`src/sv/tics_pkg.sv`:
```
`timescale 1ns / 1ps
// ----------------------------------------------------------------------------
// tics_pkg
// Shared types and constants for the timed intake color sorter.
// ----------------------------------------------------------------------------
package tics_pkg;

    // Item kinds carried on the input tuser
    localparam logic [1:0] MODE_TICK  = 2'd0;
    localparam logic [1:0] MODE_START = 2'd1;
    localparam logic [1:0] MODE_CLEAR = 2'd2;

    // Configuration register indexes (byte address = 4 * index)
    localparam logic [2:0] REG_SORT_ENABLE   = 3'd0;
    localparam logic [2:0] REG_TEAM_IS_BLUE  = 3'd1;
    localparam logic [2:0] REG_EJECT_MS      = 3'd2;
    localparam logic [2:0] REG_TRAVEL_MS     = 3'd3;
    localparam logic [2:0] REG_COOLDOWN_MS   = 3'd4;
    localparam logic [2:0] REG_DEFAULT_SPEED = 3'd5;

    // Register reset values
    localparam logic [15:0]        EJECT_MS_RST      = 16'd500;
    localparam logic [15:0]        TRAVEL_MS_RST     = 16'd200;
    localparam logic [15:0]        COOLDOWN_MS_RST   = 16'd1000;
    localparam logic signed [10:0] DEFAULT_SPEED_RST = 11'sd600;

    // Hue bands in degrees
    localparam logic [8:0] RED_HUE_MAX  = 9'd25;
    localparam logic [8:0] BLUE_HUE_MIN = 9'd100;
    localparam logic [8:0] BLUE_HUE_MAX = 9'd220;

    // Speed limits: the most negative code negates to the positive limit
    localparam logic signed [10:0] SPEED_POS_MAX  = 11'sd1023;
    localparam logic [10:0]        SPEED_NEG_FULL = 11'h400;

    typedef struct packed {
        logic [1:0]        mode;
        logic [31:0]       now_ms;
        logic [8:0]        hue;
        logic [15:0]       run_time;
        logic signed [10:0] run_speed;
    } t_item;

endpackage

```
`src/sv/timed_intake_color_sorter_top.sv`:
```
`timescale 1ns / 1ps
// ----------------------------------------------------------------------------
// timed_intake_color_sorter_top
// Conveyor motor command for a timed run with optional wrong-color ejection.
// ----------------------------------------------------------------------------
// Every item produces exactly one result. An item is registered on entry and
// its result is registered when the item leaves the input register, which
// happens only while the result register is empty or being read. One item
// is taken per cycle as long as the result side keeps up. The rate is set by
// the run state update, which reads and writes the state registers once per
// item. While a result waits on a stalled output, the input register takes
// one more transaction and then holds tready low. Configuration registers are
// written through the APB port (pready always high) and must only change while
// no item is in flight.
module timed_intake_color_sorter_top
    import tics_pkg::*;
(
    input  logic        i_clk,
    input  logic        i_rst_n,

    input  logic        s_axis_tvalid,
    output logic        s_axis_tready,
    // [31:0] now_ms, [40:32] hue, [56:41] run_time, [67:57] run_speed, [71:68] zero
    input  logic [71:0] s_axis_tdata,
    // [1:0] mode
    input  logic [1:0]  s_axis_tuser,

    output logic        m_axis_tvalid,
    input  logic        m_axis_tready,
    // [10:0] motor_velocity, [11] running, [12] ejecting, [13] ring_pending,
    // [15:14] zero
    output logic [15:0] m_axis_tdata,

    input  logic        psel,
    input  logic        penable,
    input  logic        pwrite,
    input  logic [4:0]  paddr,
    input  logic [31:0] pwdata,
    output logic [31:0] prdata,
    output logic        pready
);

    // Configuration registers
    logic               r_sort_enable;
    logic               r_team_is_blue;
    logic [15:0]        r_eject_ms;
    logic [15:0]        r_travel_ms;
    logic [15:0]        r_cooldown_ms;
    logic signed [10:0] r_default_speed;

    logic       cfg_write;
    logic [2:0] cfg_index;

    assign pready    = 1'b1;
    assign cfg_index = paddr[4:2];
    assign cfg_write = psel && penable && pwrite && pready;

    always_ff @(posedge i_clk) begin
        if (!i_rst_n) begin
            r_sort_enable   <= 1'b0;
            r_team_is_blue  <= 1'b1;
            r_eject_ms      <= EJECT_MS_RST;
            r_travel_ms     <= TRAVEL_MS_RST;
            r_cooldown_ms   <= COOLDOWN_MS_RST;
            r_default_speed <= DEFAULT_SPEED_RST;
        end else if (cfg_write) begin
            case (cfg_index)
                REG_SORT_ENABLE:   r_sort_enable   <= pwdata[0];
                REG_TEAM_IS_BLUE:  r_team_is_blue  <= pwdata[0];
                REG_EJECT_MS:      r_eject_ms      <= pwdata[15:0];
                REG_TRAVEL_MS:     r_travel_ms     <= pwdata[15:0];
                REG_COOLDOWN_MS:   r_cooldown_ms   <= pwdata[15:0];
                REG_DEFAULT_SPEED: r_default_speed <= pwdata[10:0];
                default: ;
            endcase
        end
    end

    always_comb begin
        case (cfg_index)
            REG_SORT_ENABLE:   prdata = {31'd0, r_sort_enable};
            REG_TEAM_IS_BLUE:  prdata = {31'd0, r_team_is_blue};
            REG_EJECT_MS:      prdata = {16'd0, r_eject_ms};
            REG_TRAVEL_MS:     prdata = {16'd0, r_travel_ms};
            REG_COOLDOWN_MS:   prdata = {16'd0, r_cooldown_ms};
            REG_DEFAULT_SPEED: prdata = {{21{r_default_speed[10]}}, r_default_speed};
            default:           prdata = 32'd0;
        endcase
    end

    // Input register and result register handshake
    logic  r_in_valid;
    t_item r_in;
    logic  r_out_valid;
    logic  advance;
    logic  fire;

    assign advance       = !r_out_valid || m_axis_tready;
    assign s_axis_tready = !r_in_valid || advance;
    assign fire          = r_in_valid && advance;

    always_ff @(posedge i_clk) begin
        if (!i_rst_n) begin
            r_in_valid <= 1'b0;
        end else if (s_axis_tvalid && s_axis_tready) begin
            r_in_valid <= 1'b1;
        end else if (fire) begin
            r_in_valid <= 1'b0;
        end
    end

    always_ff @(posedge i_clk) begin
        if (s_axis_tvalid && s_axis_tready) begin
            r_in.mode      <= s_axis_tuser;
            r_in.now_ms    <= s_axis_tdata[31:0];
            r_in.hue       <= s_axis_tdata[40:32];
            r_in.run_time  <= s_axis_tdata[56:41];
            r_in.run_speed <= s_axis_tdata[67:57];
        end
    end

    // Run state
    logic               r_run_active, n_run_active;
    logic [31:0]        r_run_start, n_run_start;
    logic [15:0]        r_run_length, n_run_length;
    logic signed [10:0] r_speed_now, n_speed_now;
    logic               r_eject_active, n_eject_active;
    logic [31:0]        r_eject_start, n_eject_start;
    logic               r_ring_seen, n_ring_seen;
    logic [31:0]        r_seen_time, n_seen_time;
    logic [31:0]        r_cooldown_until, n_cooldown_until;
    logic signed [10:0] r_motor, n_motor;
    logic               r_running, n_running;

    logic [31:0]        run_elapsed;
    logic [31:0]        eject_elapsed;
    logic [31:0]        seen_elapsed;
    logic signed [10:0] drive_cmd;
    logic               hue_hit;

    assign run_elapsed   = r_in.now_ms - r_run_start;
    assign eject_elapsed = r_in.now_ms - r_eject_start;
    assign seen_elapsed  = r_in.now_ms - r_seen_time;

    // Saturate the negation of the most negative speed
    assign drive_cmd = (r_speed_now == SPEED_NEG_FULL) ? SPEED_POS_MAX : -r_speed_now;

    assign hue_hit = r_team_is_blue ? (r_in.hue <= RED_HUE_MAX)
                                    : (r_in.hue >= BLUE_HUE_MIN && r_in.hue <= BLUE_HUE_MAX);

    always_comb begin
        n_run_active     = r_run_active;
        n_run_start      = r_run_start;
        n_run_length     = r_run_length;
        n_speed_now      = r_speed_now;
        n_eject_active   = r_eject_active;
        n_eject_start    = r_eject_start;
        n_ring_seen      = r_ring_seen;
        n_seen_time      = r_seen_time;
        n_cooldown_until = r_cooldown_until;
        n_motor          = r_motor;
        n_running        = r_run_active;
        case (r_in.mode)
            MODE_START: begin
                n_run_start      = r_in.now_ms;
                n_run_length     = r_in.run_time;
                n_run_active     = 1'b1;
                n_eject_active   = 1'b0;
                n_ring_seen      = 1'b0;
                n_cooldown_until = 32'd0;
                n_speed_now      = r_in.run_speed;
                n_running        = 1'b1;
            end
            MODE_CLEAR: begin
                n_run_start      = 32'd0;
                n_run_length     = 16'd0;
                n_run_active     = 1'b0;
                n_eject_active   = 1'b0;
                n_ring_seen      = 1'b0;
                n_cooldown_until = 32'd0;
                n_speed_now      = r_default_speed;
                n_running        = 1'b0;
            end
            MODE_TICK: begin
                n_running = r_run_active && (run_elapsed < {16'd0, r_run_length});
                if (!n_running) begin
                    // window closed: stop and drop the run
                    n_motor          = 11'sd0;
                    n_run_active     = 1'b0;
                    n_eject_active   = 1'b0;
                    n_ring_seen      = 1'b0;
                    n_cooldown_until = 32'd0;
                    n_speed_now      = r_default_speed;
                end else if (!r_sort_enable) begin
                    n_motor = drive_cmd;
                end else if (r_eject_active) begin
                    if (eject_elapsed < {16'd0, r_eject_ms}) begin
                        n_motor = 11'sd0;
                    end else begin
                        // eject done, keep the held command
                        n_eject_active = 1'b0;
                        n_ring_seen    = 1'b0;
                    end
                end else if (r_ring_seen) begin
                    if (seen_elapsed >= {16'd0, r_travel_ms}) begin
                        n_eject_active = 1'b1;
                        n_eject_start  = r_in.now_ms;
                        n_ring_seen    = 1'b0;
                    end
                    n_motor = drive_cmd;
                end else begin
                    n_motor = drive_cmd;
                    if (hue_hit && r_in.now_ms >= r_cooldown_until) begin
                        n_ring_seen      = 1'b1;
                        n_seen_time      = r_in.now_ms;
                        n_cooldown_until = r_in.now_ms + {16'd0, r_cooldown_ms};
                    end
                end
            end
            default: ;
        endcase
    end

    always_ff @(posedge i_clk) begin
        if (!i_rst_n) begin
            r_run_active     <= 1'b0;
            r_run_start      <= 32'd0;
            r_run_length     <= 16'd0;
            r_speed_now      <= DEFAULT_SPEED_RST;
            r_eject_active   <= 1'b0;
            r_eject_start    <= 32'd0;
            r_ring_seen      <= 1'b0;
            r_seen_time      <= 32'd0;
            r_cooldown_until <= 32'd0;
            r_motor          <= 11'sd0;
            r_running        <= 1'b0;
        end else if (fire) begin
            r_run_active     <= n_run_active;
            r_run_start      <= n_run_start;
            r_run_length     <= n_run_length;
            r_speed_now      <= n_speed_now;
            r_eject_active   <= n_eject_active;
            r_eject_start    <= n_eject_start;
            r_ring_seen      <= n_ring_seen;
            r_seen_time      <= n_seen_time;
            r_cooldown_until <= n_cooldown_until;
            r_motor          <= n_motor;
            r_running        <= n_running;
        end
    end

    always_ff @(posedge i_clk) begin
        if (!i_rst_n) begin
            r_out_valid <= 1'b0;
        end else if (fire) begin
            r_out_valid <= 1'b1;
        end else if (m_axis_tready) begin
            r_out_valid <= 1'b0;
        end
    end

    // Result fields come straight from the updated state registers
    assign m_axis_tvalid = r_out_valid;
    assign m_axis_tdata  = {2'b00, r_ring_seen, r_eject_active, r_running, r_motor};

endmodule

```
`config.mk`:
```
export PLATFORM = sky130hd
export DESIGN_NAME = timed_intake_color_sorter_top
export DESIGN_NICKNAME = d
export VERILOG_FILES = /design/src/sv/tics_pkg.sv /design/src/sv/timed_intake_color_sorter_top.sv
export SDC_FILE = /design/constraint.sdc
export NUM_CORES = 1
export LEC_CHECK = 0
export BUFFER_PORTS_ARGS = -buffer_cell sky130_fd_sc_hd__buf_2
export CORE_AREA = 4 4 245 247
export DETAILED_ROUTE_END_ITERATION = 12
export DIE_AREA = 0 0 249 251
export PLACE_DENSITY = 0.6
export SLEW_MARGIN = 25
export SYNTH_ARGS = -nofsm -noshare
export SYNTH_HDL_FRONTEND = slang
export SYNTH_SLANG_ARGS = --single-unit
export TNS_END_PERCENT = 20
```
`constraint.sdc`:
```
create_clock -name i_clk -period 5.1 [get_ports i_clk]
set_clock_uncertainty 0.1 [all_clocks]
set_input_delay 0.765 -clock i_clk [delete_from_list [all_inputs] [get_ports i_clk]]
set_output_delay 0.765 -clock i_clk [all_outputs]
set_load 0.1 [all_outputs]
```
==> summary.txt, run 1 <==
outcome = finished clean
total power per unit cell area = 251.7 nW/um^2
number of enable-type register cells in the synthesized netlist = 70
1st-pass router iterations = 5
Total Routed Length = 62030 um
Max transition margin = 31.80%
critical path start-end classification = reg -> reg
vertical extent of the die = 251 um
Core Region = 57590 um^2
post-synthesis async set-or-reset flop share = 0%
drt first-iter violations = 1272
global-route usage over all layers = 19.02%
Worst EP arrival = 5.46 ns
Worst Path Required = 5.47 ns
signed area change from the synthesized netlist to the final layout = 16.74%
total power consumption of the routed design = 6.057 mW
initial standard-cell utilization of the core = 35.79%
global-route wire length before repair = 97540 um
fin worst setup slack = 0.01318 ns
total grt overflow = 0
register area share after synthesis = 32.83%
dominant cells by area after synthesis = sky130_fd_sc_hd__dfxtp_1 (23%), sky130_fd_sc_hd__ha_1 (12%), sky130_fd_sc_hd__edfxtp_1 (10%)
residual DRC count = 0
clock tree root driver cell = sky130_fd_sc_hd__clkbuf_16
# diodes = 0
Synth Flop Type = sky130_fd_sc_hd__dfxtp_1
synth unique cells = 91
highest attainable clock frequency = 196.6 MHz
share of cells above drive strength 1 = 15.69%
Final HPWL DP = 48710 um
sequential cell fraction of total power = 42.6%
pin count of the biggest net entering global routing = 97
layout net count = 2979
count of final setup violators = 0
worst hold-check path type = in -> reg
switching portion of total power = 29.57%
Worst Path Max Fanout = 15
post-synth design cell area = 20610 um^2
placer congestion estimate = 0.9030
Yosys warnings = 0
post-route fraction of the period consumed by the critical path = 99.74%
total instance count after detailed placement = 3391
Clk Latency, worst-skew pair = 0.59 ns
clock buffers created by TritonCTS = 31
via count of the first global-routing pass = 17.95k
final cell count without fillers = 3455
Synth top area share = 22.63%
maximum count of clock buffers along a single path = 3
# rows = 88
crit start category = flip-flop
CP Capture Type = flip-flop
switching component of the power = 1.791 mW
leakage power figure = 9.554 nW
die span in x = 249 um
library cell occupying the most area in the post-synthesis netlist = sky130_fd_sc_hd__dfxtp_1
hold violation total from the final report = 0
register bit count reported by yosys = 303
unrepaired setup endpoints after global routing = yes
combinational share of power = 20.6%
number of hold buffers added after cts = 0
Cell Int Power = 4.266 mW
vias after detailed routing = 18.42k
worst setup slack for register-to-register paths = 0.01 ns
Max H-tree Level = 1
worst-case setup slack after placement = -0.2240 ns
max-cap viol count = 0
clock tree from TritonCTS = done
number of antenna-violating nets in the routed design = 0
Worst Tran Pin Value = 1.023 ns
average wire per standard cell = 17.95 um
average size of a mapped cell = 8.321 um^2
Max Slew Vio Count = 0
average vias per placed instance = 5.332
number of clock sinks seen by CTS = 303
Reg clk slew, reported paths = 0.06 ns
clock network fraction of total power = 36.8%
antenna violations before repair = 0
peak ir drop on the vdd network = 267.0 uV
Buffers on Ports = 143
number of cells produced by synthesis = 2477
min cycle time layout = 5.087 ns
I/O Pins = 169
DIE AREA = 62500 um^2
-- stage by stage --
stage / hold slack (ns) / instance area (um^2) / TNS, ns / utilization (%)
floorplan: 0.3347 / 20620 / 0 / -
global placement: 0.3424 / 22800 / -9.775 / 39.59
detailed placement: 0.3482 / 22800 / -11.95 / 39.59
CTS: 0.2005 / 23840 / 0 / 41.41
global route: 0.2117 / 24060 / -8.620 / 41.78
finish: 0.2438 / 24060 / 0 / 41.78
-- Yosys cell counts, drive strengths merged (15+ instances only) --
library cell,number
mux2i,101
xor2,33
o22ai,19
o211ai,35
ha,192
a31oi,22
xnor2,68
a21o,62
a22o,34
o21a,18
dfxtp,233
and3,15
inv,205
nand3,52
nor2,163
nand4,30
nand2,321
edfxtp,70
clkbuf,89
a21oi,249
nand2b,15
o21ai,89
nor3,42
nor3b,47
nor2b,20
buf,46
a211oi,20
and2,21
-- sequential cells by signal, summed over array words and instances, names as in the netlist, 16 cells and up --
name              count
r_run_start          32
r_eject_ms           16
r_eject_start        32
r_seen_time          32
r_travel_ms          16
r_run_length         16
r_cooldown_ms        16
r_cooldown_until     32
r_in                 70
-- layout by cell type (no fill, tap or decap), drive strengths merged, types with 15 or more instances in the layout --
cell | Yosys | final
a21oi | 249 | 249
a22o | 34 | 34
a211oi | 20 | 20
buf | 46 | 289
o211ai | 35 | 35
nor3b | 47 | 47
and2 | 21 | 21
xor2 | 33 | 33
nor2 | 163 | 163
mux2i | 101 | 101
o21a | 18 | 18
xnor2 | 68 | 68
ha | 192 | 192
nor3 | 42 | 42
nand2b | 15 | 15
dfxtp | 233 | 233
inv | 205 | 206
edfxtp | 70 | 70
nor2b | 20 | 20
a31oi | 22 | 22
nand3 | 52 | 52
clkbuf | 89 | 42
o21ai | 89 | 89
a21o | 62 | 62
nand4 | 30 | 30
o22ai | 19 | 19
and3 | 15 | 15
nand2 | 321 | 321
-- path summary, 6_finish.rpt --
check | cells past startpoint | to | start
max | 24 | r_eject_start[14] | r_in[37]
min | 1 | r_in[48] | s_axis_tdata[12]
max reg2reg | 24 | r_eject_start[14] | r_in[37]
min reg2reg | 2 | r_eject_start[15] | r_eject_start[15]
-- power groups by stage --
stage          clock (mW)  combinational, mW  sequential [mW]
3_5_place_dp            0               1.20             2.63
2_1_floorplan           0              0.822             2.61
5_1_grt              2.39               1.38             2.58
3_3_place_gp            0               1.18             2.63
6_report             2.23               1.25             2.58
4_1_cts              2.30               1.22             2.58
-- cell type report --
class	count	area, um^2
Timing Repair Buffer	289	1924
Clock buffer	42	837.1
Clock inverter	16	146.4
Multi-Input combinational cell	1835	12660
Inverter	205	770.7
Tap cell	765	957.2
Fill cell	5703	33520
Sequential cell	303	6766
-- kinds of logic (layout without fill, tap and decap cells) --
kind of cell	after synthesis	count (layout)	synth area share [%]
AND/OR/NAND/NOR	776	776	17.81
AO/OA/AOI/OAI	658	658	21.19
buffers and inverters	340	552	6.896
flip-flops	303	303	32.83
adder cells (fa/ha/maj)	196	196	12.04
XOR/XNOR	101	101	4.292
multiplexers	101	101	4.905
other	2	3	0.03643
-- timing repair --
item / in CTS / in global routing
resized for setup: 17 / 38
endpoints found under the setup margin: 84 / 122
pin swaps: 5 / 20
buffers inserted: 0 / 6
-- worst max-delay path, stage by stage (launching register included) --
cell,delay [ns]
sky130_fd_sc_hd__edfxtp_1,0.37
sky130_fd_sc_hd__buf_6,0.15
sky130_fd_sc_hd__buf_6,0.12
sky130_fd_sc_hd__ha_4,0.22
sky130_fd_sc_hd__nor2b_4,0.13
sky130_fd_sc_hd__o31a_1,0.28
sky130_fd_sc_hd__o2111a_1,0.28
sky130_fd_sc_hd__nor3_2,0.22
sky130_fd_sc_hd__nor2b_1,0.07
sky130_fd_sc_hd__nor2_1,0.11
sky130_fd_sc_hd__xnor2_1,0.13
sky130_fd_sc_hd__ha_1,0.28
sky130_fd_sc_hd__a21oi_2,0.15
sky130_fd_sc_hd__nor2b_1,0.06
sky130_fd_sc_hd__o21ai_2,0.16
sky130_fd_sc_hd__o2111ai_1,0.13
sky130_fd_sc_hd__a311oi_1,0.30
sky130_fd_sc_hd__o2111ai_1,0.19
sky130_fd_sc_hd__or4_4,0.47
sky130_fd_sc_hd__nor4_4,0.21
sky130_fd_sc_hd__buf_4,0.18
sky130_fd_sc_hd__a41o_1,0.25
sky130_fd_sc_hd__nor3_4,0.10
sky130_fd_sc_hd__buf_12,0.17
sky130_fd_sc_hd__mux2i_1,0.12
-- routing by layer --
layer  track usage [%]  wire length (um)  vias up
li1                  -                 -     9157
met1             25.52             28170     8730
met2             32.57             29070      425
met3             1.490              2588      111
met4             6.395              2203        0
met5                 0                 0        -
Note: power is estimated with default switching activity, not from simulation.
==> run 2: changes to the inputs <==
Settings changed: PLACE_DENSITY 0.6 to 0.58.
Clock period 5.1 ns to 5.6 ns, I/O delays scaled along.
==> run 2 against run 1 <==
Effect of this change: non-clock buffer count down 85; global-route usage down 0.22 points; largest cell class unchanged; sequential cell count unchanged; critical path type unchanged; die area unchanged; sequential share of layout area up 0.82 points; final cell count down 2.3%; core utilization down 1.2 points; sequential power down 9.3%; via count down 2.0%; hold slack better by 0.11 ns.
==> summary.txt, run 2 (same netlist as run 1, synthesis figures left out) <==
Finished Core Util = 40.60% (-1.2 points)
CP Capture Type = flip-flop
leakage power figure = 9.180 nW (-3.9%)
initial standard-cell utilization of the core = 35.79% (unchanged)
top register by number of flip-flops = r_in
drt first-iter violations = 1236 (-2.8%)
layout net count = 2897 (-2.8%)
critical path cell sequence = buf_4 > ha_1 > nor2b_1 > o21a_1 > a311oi_2 > o21bai_1 > a21o_1 > a21oi_1 > xnor2_1 > ha_1 > a21o_1 > a21o_1 > a211oi_1 > o211a_1 > o211ai_1 > a2111oi_2 > nand4_1 > or4_4 > o2111ai_2 > buf_4 > a21oi_4 > buf_6 > o2bb2ai_2
Worst Path Max Fanout = 6 (-9)
average wire per standard cell = 18.18 um (+1.3%)
min cycle time layout = 5.391 ns (+0.3041 ns)
die span in x = 249 um (unchanged)
fin worst setup slack = 0.2090 ns (+0.1959 ns)
highest-delay cell along the critical path = sky130_fd_sc_hd__or4_4
maximum count of clock buffers along a single path = 3 (unchanged)
clock tree from TritonCTS = done
peak ir drop on the vdd network = 221.5 uV (-17%)
antenna violations before repair = 0 (unchanged)
Clk Latency, worst-skew pair = 0.57 ns (-0.02 ns)
global-route wire length before repair = 96250 um (-1.3%)
post-route fraction of the period consumed by the critical path = 96.27% (-3.5 points)
Core Region = 57590 um^2 (unchanged)
residual DRC count = 0 (unchanged)
share of cells above drive strength 1 = 12.27% (-3.4 points)
Worst Path Required = 5.95 ns (+0.48 ns)
1st-pass router iterations = 6 (+1)
clock tree root driver cell = sky130_fd_sc_hd__clkbuf_16
I/O Pins = 169 (unchanged)
global-route usage over all layers = 18.80% (-0.22 points)
Total Routed Length = 61350 um (-1.1%)
max-cap viol count = 0 (unchanged)
highest attainable clock frequency = 185.5 MHz (-5.6%)
total grt overflow = 0 (unchanged)
library cell appearing most often on the critical path = sky130_fd_sc_hd__a21o_1
vias after detailed routing = 18.06k (-2.0%)
outcome = finished clean
DIE AREA = 62500 um^2 (unchanged)
most common cell after layout, fill and taps aside = sky130_fd_sc_hd__nand2_1
hold violation total from the final report = 0 (unchanged)
Max transition margin = 34.97% (+3.2 points)
vertical extent of the die = 251 um (unchanged)
number of clock sinks seen by CTS = 303 (unchanged)
worst hold-check path type = in -> reg
number of antenna-violating nets in the routed design = 0 (unchanged)
Max H-tree Level = 2 (+1)
critical path start-end classification = reg -> reg
signed area change from the synthesized netlist to the final layout = 13.42%
count of final setup violators = 0 (unchanged)
total power per unit cell area = 244.8 nW/um^2 (-2.8%)
# rows = 88 (unchanged)
delay of the slowest critical-path stage = 0.48 ns (about the same)
clock buffers created by TritonCTS = 34 (+9.7%)
Worst EP arrival = 5.74 ns (+0.28 ns)
worst-case setup slack after placement = -0.007336 ns (+0.2167 ns)
via count of the first global-routing pass = 17.65k (-1.7%)
Max Slew Vio Count = 0 (unchanged)
placer congestion estimate = 0.9284 (+2.8%)
Final HPWL DP = 47300 um (-2.9%)
Reg clk slew, reported paths = 0.06 ns (about the same)
# diodes = 0 (unchanged)
leading cell types in the layout, fill and taps excluded = sky130_fd_sc_hd__nand2_1 (319), sky130_fd_sc_hd__a21oi_1 (243), sky130_fd_sc_hd__dfxtp_1 (233)
average vias per placed instance = 5.352 (+0.38%)
Worst Tran Pin Value = 0.9754 ns (-0.04759 ns)
Crit path buffers/inverters = 3 (-1)
crit start category = flip-flop
pin count of the biggest net entering global routing = 97 (unchanged)
cell class contributing the biggest share of worst-path delay = compound AO/OA/AOI/OAI gates
Buffers on Ports = 143 (unchanged)
flip-flop count of the largest register after layout = 70 (unchanged)
-- run 2: cell types whose count changed in the layout (fill, tap and decap cells not counted), sizes merged --
cell      before  now
buf          289  204
clkinv        12    9
clkbuf        42   44
clkinvlp       1    3
inv          206  208
bufinv         2    3
-- run 2: metal layers --
metal	up-vias	routed length (um)	share of wire (%)	global-route usage (%)
li1	9013	-	-	-
met1	8563	28010	46	24.51
met2	394	29150	48	32.84
met3	89	2511	4.1	2.411
met4	0	1678	2.7	5.353
met5	-	0	0	0
-- run 2: timing repair --
| item | 4_1_cts | 5_1_grt |
|---|---|---|
| pin swaps | 0 | 4 |
| setup buffers | 3 | 3 |
| cloned | 0 | 1 |
| resized for setup | 1 | 18 |
| endpoints found under the setup margin | 11 | 115 |
| hold buffers | 0 | 0 |
-- run 2: power by group --
| part | internal [mW] | switching [mW] |
|---|---|---|
| Sequential | 2.29 | 0.0503 |
| Clock | 1.32 | 0.990 |
| Combinational | 0.401 | 0.665 |
| Total | 4.02 | 1.71 |
-- run 2: worst reg2reg max path: stages, from the launching register on --
cell and delay, ns:
sky130_fd_sc_hd__edfxtp_1 0.47, sky130_fd_sc_hd__buf_4 0.18, sky130_fd_sc_hd__ha_1 0.27, sky130_fd_sc_hd__nor2b_1 0.13, sky130_fd_sc_hd__o21a_1 0.20, sky130_fd_sc_hd__a311oi_2 0.27
sky130_fd_sc_hd__o21bai_1 0.14, sky130_fd_sc_hd__a21o_1 0.19, sky130_fd_sc_hd__a21oi_1 0.18, sky130_fd_sc_hd__xnor2_1 0.16, sky130_fd_sc_hd__ha_1 0.28, sky130_fd_sc_hd__a21o_1 0.19
sky130_fd_sc_hd__a21o_1 0.17, sky130_fd_sc_hd__a211oi_1 0.25, sky130_fd_sc_hd__o211a_1 0.16, sky130_fd_sc_hd__o211ai_1 0.14, sky130_fd_sc_hd__a2111oi_2 0.43, sky130_fd_sc_hd__nand4_1 0.15
sky130_fd_sc_hd__or4_4 0.48, sky130_fd_sc_hd__o2111ai_2 0.19, sky130_fd_sc_hd__buf_4 0.15, sky130_fd_sc_hd__a21oi_4 0.08, sky130_fd_sc_hd__buf_6 0.20, sky130_fd_sc_hd__o2bb2ai_2 0.12
-- run 2: final timing paths --
kind | start | end | slack, ns | cells past startpoint
worst max register to register | r_in[37] | r_motor[5] | 0.21 | 23
worst max-delay path | r_in[37] | r_motor[5] | 0.21 | 23
worst min register to register | r_seen_time[22] | r_seen_time[22] | 0.36 | 2
worst min-delay path | s_axis_tdata[42] | r_in[12] | 0.35 | 1
-- run 2: cell type report --
cell class,count,area [um^2]
repair buffers,204,1234
flip-flops and latches,303,6766
clock inverters,18,219.0
clock buffers,44,918.4
well taps,765,957.2
inverters,205,770.7
multi-input cells,1835,12510
fillers,5777,34210
-- run 2: stage by stage --
step                total power, mW  hold slack, ns  instances  TNS (ns)  cell area (um^2)
detailed placement            3.431          0.3501       3305  -0.01263             22120
finish                        5.723          0.3494       3374         0             23380
global placement              3.411          0.3438       3305         0             22110
global route                  5.989          0.3252       3374  -0.05294             23380
floorplan                     3.128          0.3347       2478         0             20620
CTS                           5.767          0.3157       3370         0             23280
